<file path="src/rtl/vpa_pkg.sv">
// Shared types, constants and the sine/cosine table builder for the YCbCr proc amp
`timescale 1ns / 1ps
`default_nettype none

package vpa_pkg;

    // default data path sizes
    localparam int VPA_PIXEL_BITS     = 8;
    localparam int VPA_TRIG_FRAC_BITS = 14;

    // configuration port
    localparam int CFG_INDEX_W = 3;
    localparam int CFG_DATA_W  = 10;

    // register reset values
    localparam logic [9:0] CONTRAST_RST   = 10'd256;
    localparam logic [8:0] BRIGHTNESS_RST = 9'd0;
    localparam logic [9:0] SATURATION_RST = 10'd256;
    localparam logic [8:0] HUE_RST        = 9'd0;
    localparam logic [8:0] CB_OFFSET_RST  = 9'd0;
    localparam logic [8:0] CR_OFFSET_RST  = 9'd0;
    localparam logic [9:0] CB_GAIN_RST    = 10'd256;
    localparam logic [9:0] CR_GAIN_RST    = 10'd256;

    // register indexes
    typedef enum logic [CFG_INDEX_W-1:0] {
        REG_CONTRAST   = 3'd0,
        REG_BRIGHTNESS = 3'd1,
        REG_SATURATION = 3'd2,
        REG_HUE        = 3'd3,
        REG_CB_OFFSET  = 3'd4,
        REG_CR_OFFSET  = 3'd5,
        REG_CB_GAIN    = 3'd6,
        REG_CR_GAIN    = 3'd7
    } reg_idx_t;

    // register file contents; signed fields are two's complement bit patterns
    typedef struct packed {
        logic [9:0] contrast;
        logic [8:0] brightness;
        logic [9:0] saturation;
        logic [8:0] hue;
        logic [8:0] cb_offset;
        logic [8:0] cr_offset;
        logic [9:0] cb_gain;
        logic [9:0] cr_gain;
    } cfg_t;

    // per-stage load enables of the pixel pipeline
    typedef struct packed {
        logic en_a;
        logic en_b;
        logic en_c;
        logic en_d;
    } pipe_ctl_t;

    // hue quadrant
    typedef enum logic [1:0] {
        QUAD_0 = 2'd0,
        QUAD_1 = 2'd1,
        QUAD_2 = 2'd2,
        QUAD_3 = 2'd3
    } quad_t;

    // sine/cosine table over one quadrant, wide enough for Q1.16
    localparam int TRIG_TAB_W   = 18;
    localparam int TRIG_TAB_LEN = 90;
    typedef logic signed [TRIG_TAB_W-1:0] trig_tab_t [0:TRIG_TAB_LEN-1];

    // pi/180 in Q30
    localparam longint unsigned DEG_TO_RAD_Q30 = 64'd18740330;

    // t * x^2 in Q30
    function automatic longint unsigned sq_step(longint unsigned t, longint unsigned x);
        return (((t * x) >> 30) * x) >> 30;
    endfunction

    // Taylor sine, angle 0..45 degrees, Q30
    function automatic longint unsigned series_sin(int unsigned a);
        longint unsigned x;
        longint unsigned t;
        longint unsigned s;
        x = longint'(a) * DEG_TO_RAD_Q30;
        t = x;
        s = x;
        t = sq_step(t, x) / 6;
        s = s - t;
        t = sq_step(t, x) / 20;
        s = s + t;
        t = sq_step(t, x) / 42;
        s = s - t;
        t = sq_step(t, x) / 72;
        s = s + t;
        return s;
    endfunction

    // Taylor cosine, angle 0..45 degrees, Q30
    function automatic longint unsigned series_cos(int unsigned a);
        longint unsigned x;
        longint unsigned t;
        longint unsigned s;
        x = longint'(a) * DEG_TO_RAD_Q30;
        t = 64'd1 << 30;
        s = t;
        t = sq_step(t, x) / 2;
        s = s - t;
        t = sq_step(t, x) / 12;
        s = s + t;
        t = sq_step(t, x) / 30;
        s = s - t;
        t = sq_step(t, x) / 56;
        s = s + t;
        t = sq_step(t, x) / 90;
        s = s - t;
        return s;
    endfunction

    // Q30 to Q1.frac, round half up
    function automatic logic signed [TRIG_TAB_W-1:0] q30_to_trig(longint unsigned v, int frac);
        longint unsigned r;
        r = (v + (64'd1 << (29 - frac))) >> (30 - frac);
        return TRIG_TAB_W'(r);
    endfunction

    // first-quadrant table, folded about 45 degrees; evaluated at elaboration
    function automatic trig_tab_t build_trig_tab(int frac, bit want_cos);
        trig_tab_t tab;
        for (int unsigned a = 0; a < TRIG_TAB_LEN; a++) begin
            if (a <= 45) begin
                tab[a] = want_cos ? q30_to_trig(series_cos(a), frac)
                                  : q30_to_trig(series_sin(a), frac);
            end else begin
                tab[a] = want_cos ? q30_to_trig(series_sin(90 - a), frac)
                                  : q30_to_trig(series_cos(90 - a), frac);
            end
        end
        return tab;
    endfunction

endpackage

`default_nettype wire

</file>
<file path="src/rtl/vpa_trig.sv">
// Hue angle to sine and cosine by quadrant folding and a one-quadrant table
`timescale 1ns / 1ps
`default_nettype none

module vpa_trig import vpa_pkg::*; #(
    parameter int TRIG_FRAC_BITS = VPA_TRIG_FRAC_BITS
) (
    input  wire logic [8:0]                     hue,
    output logic signed [TRIG_FRAC_BITS+1:0]    sin_val,
    output logic signed [TRIG_FRAC_BITS+1:0]    cos_val
);

    localparam int TW = TRIG_FRAC_BITS + 2;

    localparam trig_tab_t SIN_TAB = build_trig_tab(TRIG_FRAC_BITS, 1'b0);
    localparam trig_tab_t COS_TAB = build_trig_tab(TRIG_FRAC_BITS, 1'b1);

    logic [8:0]           deg;
    logic [6:0]           ang;
    quad_t                quad;
    logic signed [TW-1:0] s0;
    logic signed [TW-1:0] c0;

    // wrap to 0..359 and split into quadrant and angle within it
    always_comb begin
        deg = hue[8] ? (hue + 9'd360) : hue;
        priority if (deg >= 9'd270) begin
            quad = QUAD_3;
            ang  = 7'(deg - 9'd270);
        end else if (deg >= 9'd180) begin
            quad = QUAD_2;
            ang  = 7'(deg - 9'd180);
        end else if (deg >= 9'd90) begin
            quad = QUAD_1;
            ang  = 7'(deg - 9'd90);
        end else begin
            quad = QUAD_0;
            ang  = deg[6:0];
        end
    end

    // table read
    assign s0 = SIN_TAB[ang][TW-1:0];
    assign c0 = COS_TAB[ang][TW-1:0];

    // quadrant mapping
    always_comb begin
        unique case (quad)
            QUAD_0: begin
                sin_val = s0;
                cos_val = c0;
            end
            QUAD_1: begin
                sin_val = c0;
                cos_val = -s0;
            end
            QUAD_2: begin
                sin_val = -s0;
                cos_val = -c0;
            end
            QUAD_3: begin
                sin_val = -c0;
                cos_val = s0;
            end
        endcase
    end

endmodule

`default_nettype wire

</file>
<file path="config.mk">
export PLATFORM = sky130hd
export DESIGN_NAME = vpa_trig
export DESIGN_NICKNAME = d
export VERILOG_FILES = /design/src/rtl/vpa_pkg.sv /design/src/rtl/vpa_trig.sv
export SDC_FILE = /design/constraint.sdc
export NUM_CORES = 1
export LEC_CHECK = 0
export CORE_AREA = 4 4 103 178
export DETAILED_ROUTE_END_ITERATION = 6
export DIE_AREA = 0 0 107 182
export DONT_BUFFER_PORTS = 1
export PLACE_DENSITY = 0.56
export SYNTH_ARGS = -nofsm -noshare
export SYNTH_HDL_FRONTEND = slang
export SYNTH_SLANG_ARGS = --single-unit
</file>
<file path="constraint.sdc">
create_clock -name vclk -period 20.9
set_input_delay 4.18 -clock vclk [all_inputs]
set_output_delay 4.18 -clock vclk [all_outputs]
set_load 0.05 [all_outputs]
</file>
==> Word-level counts from Yosys, hierarchy flattened <==
Memories as Yosys holds them, arrays and structs flattened.
Cells that the tools add are included.
{ "word_totals": {"register_bits": 0, "latchBits": 0, "mem_bits_rw": 0, "rom_bits": 4608, "in_bits": 9, "out_inout_bits": 32, "word_cells": 30, "mem_count": 2} }
{ "classes": {"addsub": 6, "mul": 0, "div_mod_pow": 0, "order_cmp": 4, "n_eq_ne": 3, "shifts": 0, "n_mux": 13, "bitwise_logic": 1, "reduce_logical": 1} }
{ "memory_table": {"columns": ["memory", "depth", "word_bits", "read_ports", "rd_ports_with_merged_regs", "wr", "line_no", "text"], "rows": [
  ["(no name shown)", 128, 18, 1, 0, 0, "vpa_trig.sv:44", "assign c0 = COS_TAB[ang][TW-1:0];"],
  ["(no name shown)", 128, 18, 1, 0, 0, "vpa_trig.sv:43", "assign s0 = SIN_TAB[ang][TW-1:0];"]
]} }
{ "ops": {"columns": ["cell", "count"], "rows": [
  ["$pmux 16 s4", 2],
  ["$mux 16", 4],
  ["$neg 16->16", 2],
  ["$mux 7", 3],
  ["$add 9x9->9 const B", 1],
  ["$ge 9x7->1 const B", 1],
  ["$ge 9x8->1 const B", 1],
  ["$ge 9x9->1 const B", 1],
  ["$mux 9", 1],
  ["$ge 8x8->1 const B", 1],
  ["$not 7->8", 1],
  ["$sub 7x4->7 const B", 1],
  ["$sub 7x6->7 const B", 1],
  ["$sub 7x7->7 const B", 1],
  ["$eq 2x2->1 const B", 2],
  ["$mux 2", 2],
  ["$eq 2x1->1 const B", 1],
  ["$logic_not 2->1", 1],
  ["$mux 1", 1]
]} }

==> Logic depth before layout (Yosys ltp) <==
Gate-level depths: netlist of the first run.
{ "depth": {"depth_word": 12, "depth_mapped": 26, "depth_no_buf": 24} }

==> Worst setup path before layout of the first run <==
No wires, ideal clock.
{ "synth_timing": {"kind": "input port to output port", "start": "input hue[8]", "end": "output cos_val[8]", "arrival_time_ns": 9.749, "required_time_ns": 16.720, "setup_slack_ns": 6.971, "path_stages": 25, "n_path_buf": 4, "path_cell_list": "buf_4 xor2_2 ha_1 nand2_1 o2111a_2 a21oi_4 buf_4 a21oi_2 xnor2_1 buf_2 ha_1 clkbuf_1 clkinv_1 nor3_2 nor2_1 a21oi_1 o21ai_0 a221o_1 ha_1 inv_1 nor4_4 and3_1 xnor2_1 a221o_1 a21oi_1"} }
{ "synth_between": {"elab_chain_cells": 12, "word_cells_on_any_way": 28, "classes_between": "add/sub: 6; order compare: 3; eq/ne: 3; mux: 12; bitwise: 1; reduce/logical: 1; memory: 2"} }
{ "synth_lines": {"columns": ["element", "line_no", "text"], "rows": [
  ["start, declared", "vpa_trig.sv:8", "input wire logic [8:0] hue,"],
  ["$add 9x9->9", "vpa_trig.sv:26", "deg = hue[8] ? (hue + 9'd360) : hue;"],
  ["$mux 9 (*)", "vpa_trig.sv:26", null],
  ["$ge 9x7->1", "vpa_trig.sv:33", "end else if (deg >= 9'd90) begin"],
  ["$mux 7", "vpa_trig.sv:33", null],
  ["$mux 7", "vpa_trig.sv:30", "end else if (deg >= 9'd180) begin"],
  ["$mux 7", "vpa_trig.sv:27", "priority if (deg >= 9'd270) begin"],
  ["$not 7->8 (implied by the code)", "vpa_trig.sv:43, vpa_trig.sv:44", null],
  ["$mem_v2 128x18, on equally long branches", null, null],
  ["$mux 16, on equally long branches (2 in a row)", "vpa_trig.sv:44, vpa_trig.sv:43", null],
  ["$neg 16->16, on equally long branches", "vpa_trig.sv:59, vpa_trig.sv:55", null],
  ["$pmux 16 s4 (*)", "vpa_trig.sv:48", "unique case (quad)"],
  ["end, declared", "vpa_trig.sv:10", "output logic signed [TRIG_FRAC_BITS+1:0] cos_val"]
]} }
Every way passes the cells marked *; elsewhere a longest branch is shown, timed or not. The select of a mux whose other input is x is not followed.

==> Worst setup path after layout of the first run <==
Same ends and word-level chain as after synthesis.

==> results of run 1 <==
==> area by class of cell <==
cell class / count / area, um^2
Fill cell: 1913 / 11000
Inverter: 19 / 71.3
Multi-Input combinational cell: 766 / 5320
Tap cell: 227 / 284
Timing Repair Buffer: 23 / 173
==> per-layer routing <==
| layer | vias up | wire [um] | share of wire (%) | global-route usage [%] |
|---|---|---|---|---|
| met2 | 584 | 14900 | 48 | 53.9 |
| met1 | 3543 | 10500 | 33 | 34.9 |
| met5 | - | 13 | 0.041 | 0 |
| met4 | 2 | 3270 | 10 | 22.6 |
| met3 | 192 | 2690 | 8.6 | 4.20 |
| li1 | 3277 | - | - | - |
==> logic make-up after synthesis <==
family,share of synthesized area (%)
AO/OA/AOI/OAI,48.4
XOR/XNOR,6.04
adder cells (fa/ha/maj),6.45
buffers and inverters,8.98
multiplexers,3.50
AND/OR/NAND/NOR,26.6
==> Yosys cell counts, types with 7 or more instances <==
library cell	n
a2111oi_0	8
a211oi_1	28
a21oi_1	75
a221o_1	7
a311oi_1	11
a31oi_1	19
and2_1	7
and3_1	13
buf_2	28
buf_4	12
buf_6	7
clkbuf_1	36
ha_1	30
inv_1	15
mux2i_1	17
nand2_1	69
nand3_1	26
nand4_1	8
nor2_1	81
nor3_1	34
o211ai_1	22
o21a_1	9
o21ai_0	59
o21ai_1	10
o221ai_1	16
o22ai_1	15
xnor2_1	22
xor2_1	10
==> worst paths after layout <==
check                 startpoint          to  slack [ns]  cells after the start
worst min-delay path      hue[7]  cos_val[1]        9.16                      4
worst max-delay path      hue[8]  cos_val[8]        5.46                     22
==> worst min-delay path: stages <==
cell and delay (ns):
o311ai_4 0.13, a21oi_4 0.16, a211oi_1 0.23, a21oi_1 0.26
==> power by group through the flow <==
stage               Sequential, mW  Clock, mW  Combinational (mW)
detailed placement               0          0               0.754
global route                     0          0               0.823
floorplan                        0          0               0.585
finish                           0          0               0.787
global placement                 0          0               0.761
CTS                              0          0               0.757
==> results.json, run 1 <==
{
  "syn_avg_cell_area_um2": 6.69,
  "dp.cells": 1035,
  "grt_pass1_wl_mm": 47.1,
  "worst_slack_ns": 5.46,
  "post-route-cell-area_um2": 5850,
  "netSwitchingFraction_pct": 74.4,
  "gr-total-overflow": 0,
  "nClkBuffers": 0,
  "power_frac_clock_pct": 0,
  "ctsResizeCount": 0,
  "final_max_slew_viol_count": 0,
  "die_area_um2": 19500,
  "core_um2": 16900,
  "post_cts_buffers": 0,
  "via_per_inst": 7.34,
  "dr.pass1.iters": 7,
  "crit_chain": "xor2_2 > ha_1 > nand2_1 > o2111a_2 > a21oi_4 > a21oi_2 > xnor2_2 > buf_4 > ha_1 > clkinv_1 > nor3_2 > nor2_1 > a21oi_1 > o21ai_0 > a221o_1 > ha_1 > inv_1 > nor4_4 > and3_1 > xnor2_1 > a221o_1 > a21oi_1",
  "synthCells": 870,
  "ys_types": 105,
  "hold_class": "in -> out",
  "grt_max_degree": 71,
  "critPathKind": "in -> out",
  "drv_cap": 0,
  "ys_warn_count": 0,
  "layout_common_cells": "nor2_1 (80), a21oi_1 (75), nand2_1 (69)",
  "worst_setup_path_start_kind": "input port",
  "design.seq.count": 0,
  "slew_headroom_pct": 19.0,
  "wire_per_inst_um": 30.3,
  "layout_commonest_cell": "nor2_1",
  "ant_nets": 0,
  "seq_area_frac_synth_pct": 0,
  "hpwl_mm": 22.5,
  "globalplace.congestion": 1.04,
  "regArea_um2": 0,
  "pre_cts_ws_ns": 5.65,
  "port_buffers": 0,
  "routed_wl_mm": 31.4,
  "critPathRequiredTime_ns": 16.72,
  "rows": 63,
  "crit_path_end_kind": "output port",
  "internal_power_mw": 0.201,
  "path_max_fanout": 21,
  "p_total_mw": 0.787,
  "n_antenna_cell": 0,
  "rsz0062_at_grt": "false",
  "cellLeakagePower_nw": 1.96,
  "worstMarginPinSlew_ns": 1.18,
  "fin_crit_ns": 15.44,
  "status": "finished clean",
  "area_delta_synth_final_pct": 0.516,
  "dr_total_vias": 7598,
  "final_util_pct": 34.7,
  "cp_common_cell": "ha_1",
  "fin_hold_ws_ns": 9.16,
  "finalCritPeriodShare_pct": 73.9,
  "drive_gt1_share_pct": 10.5,
  "die_y_um": 182,
  "cp_slowest_cell": "a21oi_1",
  "drt_iter0_drc": 1522,
  "final_cells": 1035,
  "cp_top_family": "compound AO/OA/AOI/OAI gates",
  "power.density_nw_per_um2": 135,
  "layout.nets": 849,
  "syn_nets": 909,
  "die_x_um": 107,
  "grt_pass1_vias": 7240,
  "fmax_ghz": 0.0648,
  "antenna_found_initial": 1,
  "synth.top_cell.area_share_pct": 6.45,
  "place_area_um2": 5850,
  "netlist_top_cells_area": "a21oi_1 (6.4%), ha_1 (6.4%), nor2_1 (5.2%)",
  "initial_core_util_pct": 34.5,
  "hold_viol": 0,
  "setup_violations": 0,
  "p_comb_share_pct": 100.0,
  "switchingPower_mw": 0.586,
  "setup_tns_ns": 0,
  "critPathMaxStageDelay_ns": 0.83,
  "track_usage_pct": 31.4,
  "synth_area_leader_cell": "a21oi_1",
  "cts_hold_buffers": 0,
  "cp.buffers_inverters": 3,
  "worstPathArrival_ns": 11.26,
  "io_pins": 41,
  "drc": 0,
  "synth_area_um2": 5820,
  "pwr-share-seq_pct": 0,
  "vdd_drop_max_v": 0.0000450
}
No activity file was read; power rests on OpenSTA's default activity.
==> inputs of run 2 (changes only) <==
--- a/config.mk
+++ b/config.mk
@@ -5,9 +5,10 @@
 export SDC_FILE = /design/constraint.sdc
 export NUM_CORES = 1
 export LEC_CHECK = 0
-export CORE_AREA = 4 4 103 178
+export ABC_AREA = 1
+export CORE_AREA = 4 4 101 174
 export DETAILED_ROUTE_END_ITERATION = 6
-export DIE_AREA = 0 0 107 182
+export DIE_AREA = 0 0 105 178
 export DONT_BUFFER_PORTS = 1
 export PLACE_DENSITY = 0.56
 export SYNTH_ARGS = -nofsm -noshare
==> constraint.sdc (replaced) <==
create_clock -name vclk -period 15.9
set_input_delay 3.18 -clock vclk [all_inputs]
set_output_delay 3.18 -clock vclk [all_outputs]
set_load 0.05 [all_outputs]
==> run 2 against run 1 <==
Core utilization is 0.22 points higher. Synthesized cell count up 32%. Die area fell by 4.0%. Design area decreased by 4.4%. Flip-flop and latch count stayed put. Global-route usage rose by 1.5 points. Critical endpoint is now cos_val[12]. Power increased by 13%. Count of clock-buffer cells in the layout unchanged. Critical path type unchanged. Hold slack got worse by 2.0 ns. Sequential share of layout area did not move. Critical path depth rose by 2. Area after synthesis down 4.5%. Largest cell class unchanged.
==> results.json, run 2 <==
{
  "die_area_um2": 18700,
  "slew_headroom_pct": 20.5,
  "grt_pass1_wl_mm": 47.0,
  "layout_common_cells": "nand2_1 (461), nand3_1 (233), inv_1 (82), nor2_1 (82), nand4_1 (32)",
  "critPathRequiredTime_ns": 12.72,
  "port_buffers": 0,
  "ys_types": 41,
  "power.density_nw_per_um2": 160,
  "synthCells": 1147,
  "drive_gt1_share_pct": 8.75,
  "syn_avg_cell_area_um2": 4.85,
  "hpwl_mm": 24.3,
  "layout_commonest_cell": "nand2_1",
  "design.seq.count": 0,
  "p_comb_share_pct": 100.0,
  "rsz0062_at_grt": "false",
  "cp.buffers_inverters": 5,
  "via_per_inst": 6.15,
  "worst_setup_path_start_kind": "input port",
  "cp_slowest_cell": "nor2_2",
  "routed_wl_mm": 31.5,
  "worstPathArrival_ns": 8.84,
  "rows": 61,
  "die_x_um": 105,
  "globalplace.congestion": 1.07,
  "vdd_drop_max_v": 0.0000472,
  "min_path_cells": 5,
  "drt_iter0_drc": 919,
  "hold_viol": 0,
  "cp_common_cell": "nand3_1",
  "worstMarginPinSlew_ns": 1.19,
  "setup_tns_ns": 0,
  "wire_per_inst_um": 24.3,
  "power_frac_clock_pct": 0,
  "ys_warn_count": 0,
  "grt_max_degree": 61,
  "cp.depth": 24,
  "area_delta_synth_final_pct": 0.675,
  "dr_total_vias": 7981,
  "path_max_fanout": 51,
  "netlist_top_cells_area": "nand2_1 (31%), nand3_1 (21%), ha_1 (6.8%)",
  "holdCritStartpoint": "hue[7]",
  "synth.top_cell.area_share_pct": 31.1,
  "core_um2": 16000,
  "post_cts_buffers": 0,
  "cellLeakagePower_nw": 3.03,
  "status": "finished clean",
  "gr-total-overflow": 0,
  "layout.nets": 1150,
  "synth_area_um2": 5560,
  "p_total_mw": 0.893,
  "hold_class": "in -> out",
  "nClkBuffers": 0,
  "seq_area_frac_synth_pct": 0,
  "netSwitchingFraction_pct": 79.2,
  "n_antenna_cell": 0,
  "die_y_um": 178,
  "finalCritPeriodShare_pct": 75.6,
  "regArea_um2": 0,
  "ant_nets": 0,
  "internal_power_mw": 0.186,
  "synth_most_common_cell": "nand2_1",
  "critPathKind": "in -> out",
  "cp_top_family": "simple AND/OR/NAND/NOR gates",
  "drv_cap": 0,
  "ctsResizeCount": 0,
  "fmax_ghz": 0.0832,
  "critPathMaxStageDelay_ns": 0.56,
  "initial_core_util_pct": 34.7,
  "syn_nets": 1186,
  "grt_pass1_vias": 7631,
  "fin_crit_ns": 12.02,
  "setup_violations": 0,
  "crit_chain": "inv_2 > nand2_1 > nand2_2 > ha_1 > nand3_1 > nand3_1 > nor2_1 > nand3_2 > nand2_4 > inv_2 > nand2_1 > nand2_2 > buf_4 > inv_2 > nor2_2 > nand3_1 > nand2_1 > inv_1 > nand3_1 > nand2_1 > nor2_1 > nand4_1 > nand3_1 > nand4_1",
  "drc": 0,
  "antenna_found_initial": 0,
  "cts_hold_buffers": 0,
  "switchingPower_mw": 0.707,
  "io_pins": 41,
  "dr.pass1.iters": 6,
  "final_max_slew_viol_count": 0,
  "pwr-share-seq_pct": 0,
  "synth_area_leader_cell": "nand2_1",
  "final_util_pct": 34.9,
  "min_to": "sin_val[2]",
  "crit_path_end_kind": "output port",
  "track_usage_pct": 33.0,
  "synth_common_cells": "nand2_1 (461), nand3_1 (233), nor2_1 (83)"
}
[run 2: stage by stage]
stage               setup WS [ns]  area (um^2)  hold slack, ns  cells
CTS                          4.10         5600            7.11   1298
global route                 3.61         5600            7.14   1298
detailed placement           4.14         5600            7.11   1298
finish                       3.88         5600            7.11   1298
global placement             4.09         5600            7.09   1298
floorplan                    5.74         5560            7.17   1147
[run 2: power by group through the flow]
| stage | clock network, mW | registers, mW | logic (mW) |
|---|---|---|---|
| 6_report | 0 | 0 | 0.893 |
| 5_1_grt | 0 | 0 | 0.953 |
| 4_1_cts | 0 | 0 | 0.862 |
| 3_5_place_dp | 0 | 0 | 0.860 |
| 3_3_place_gp | 0 | 0 | 0.869 |
| 2_1_floorplan | 0 | 0 | 0.647 |
[run 2: logic make-up (layout without fill, tap and decap cells)]
family / count (synthesis) / after routing / synth area share (%)
AO/OA/AOI/OAI: 74 / 74 / 7.90
buffers and inverters: 151 / 113 / 11.9
adder cells (fa/ha/maj): 30 / 30 / 6.75
XOR/XNOR: 12 / 12 / 1.89
AND/OR/NAND/NOR: 880 / 880 / 71.6
[run 2: tightest hold or removal path, delay by kind of cell]
family	cells	cell delay (ns)
AO/OA/AOI/OAI	1	0.38
AND/OR/NAND/NOR	4	0.36
[run 2: metal layers]
layer / global-route usage, % / part of all wire [%] / wire [um]
met1: 33.4 / 33 / 10500
met2: 59.8 / 49 / 15500
met3: 3.98 / 6.5 / 2060
met4: 27.3 / 11 / 3470
met5: 0 / 0 / 0
[run 2: layout make-up]
cell class | instances | area (um^2)
fillers | 1929 | 10400
multi-input cells | 996 | 4900
inverters | 105 | 394
well taps | 189 | 236
repair buffers | 8 | 60.1
[run 2: worst max path at each step]
stage          startpoint     endpoint  slack (ns)
4_1_cts            hue[8]  cos_val[12]        4.10
6_report           hue[8]  cos_val[12]        3.88
3_3_place_gp       hue[8]  sin_val[13]        4.09
2_1_floorplan      hue[8]  cos_val[10]        5.74
3_5_place_dp       hue[8]  cos_val[12]        4.14
5_1_grt            hue[8]  sin_val[10]        3.61
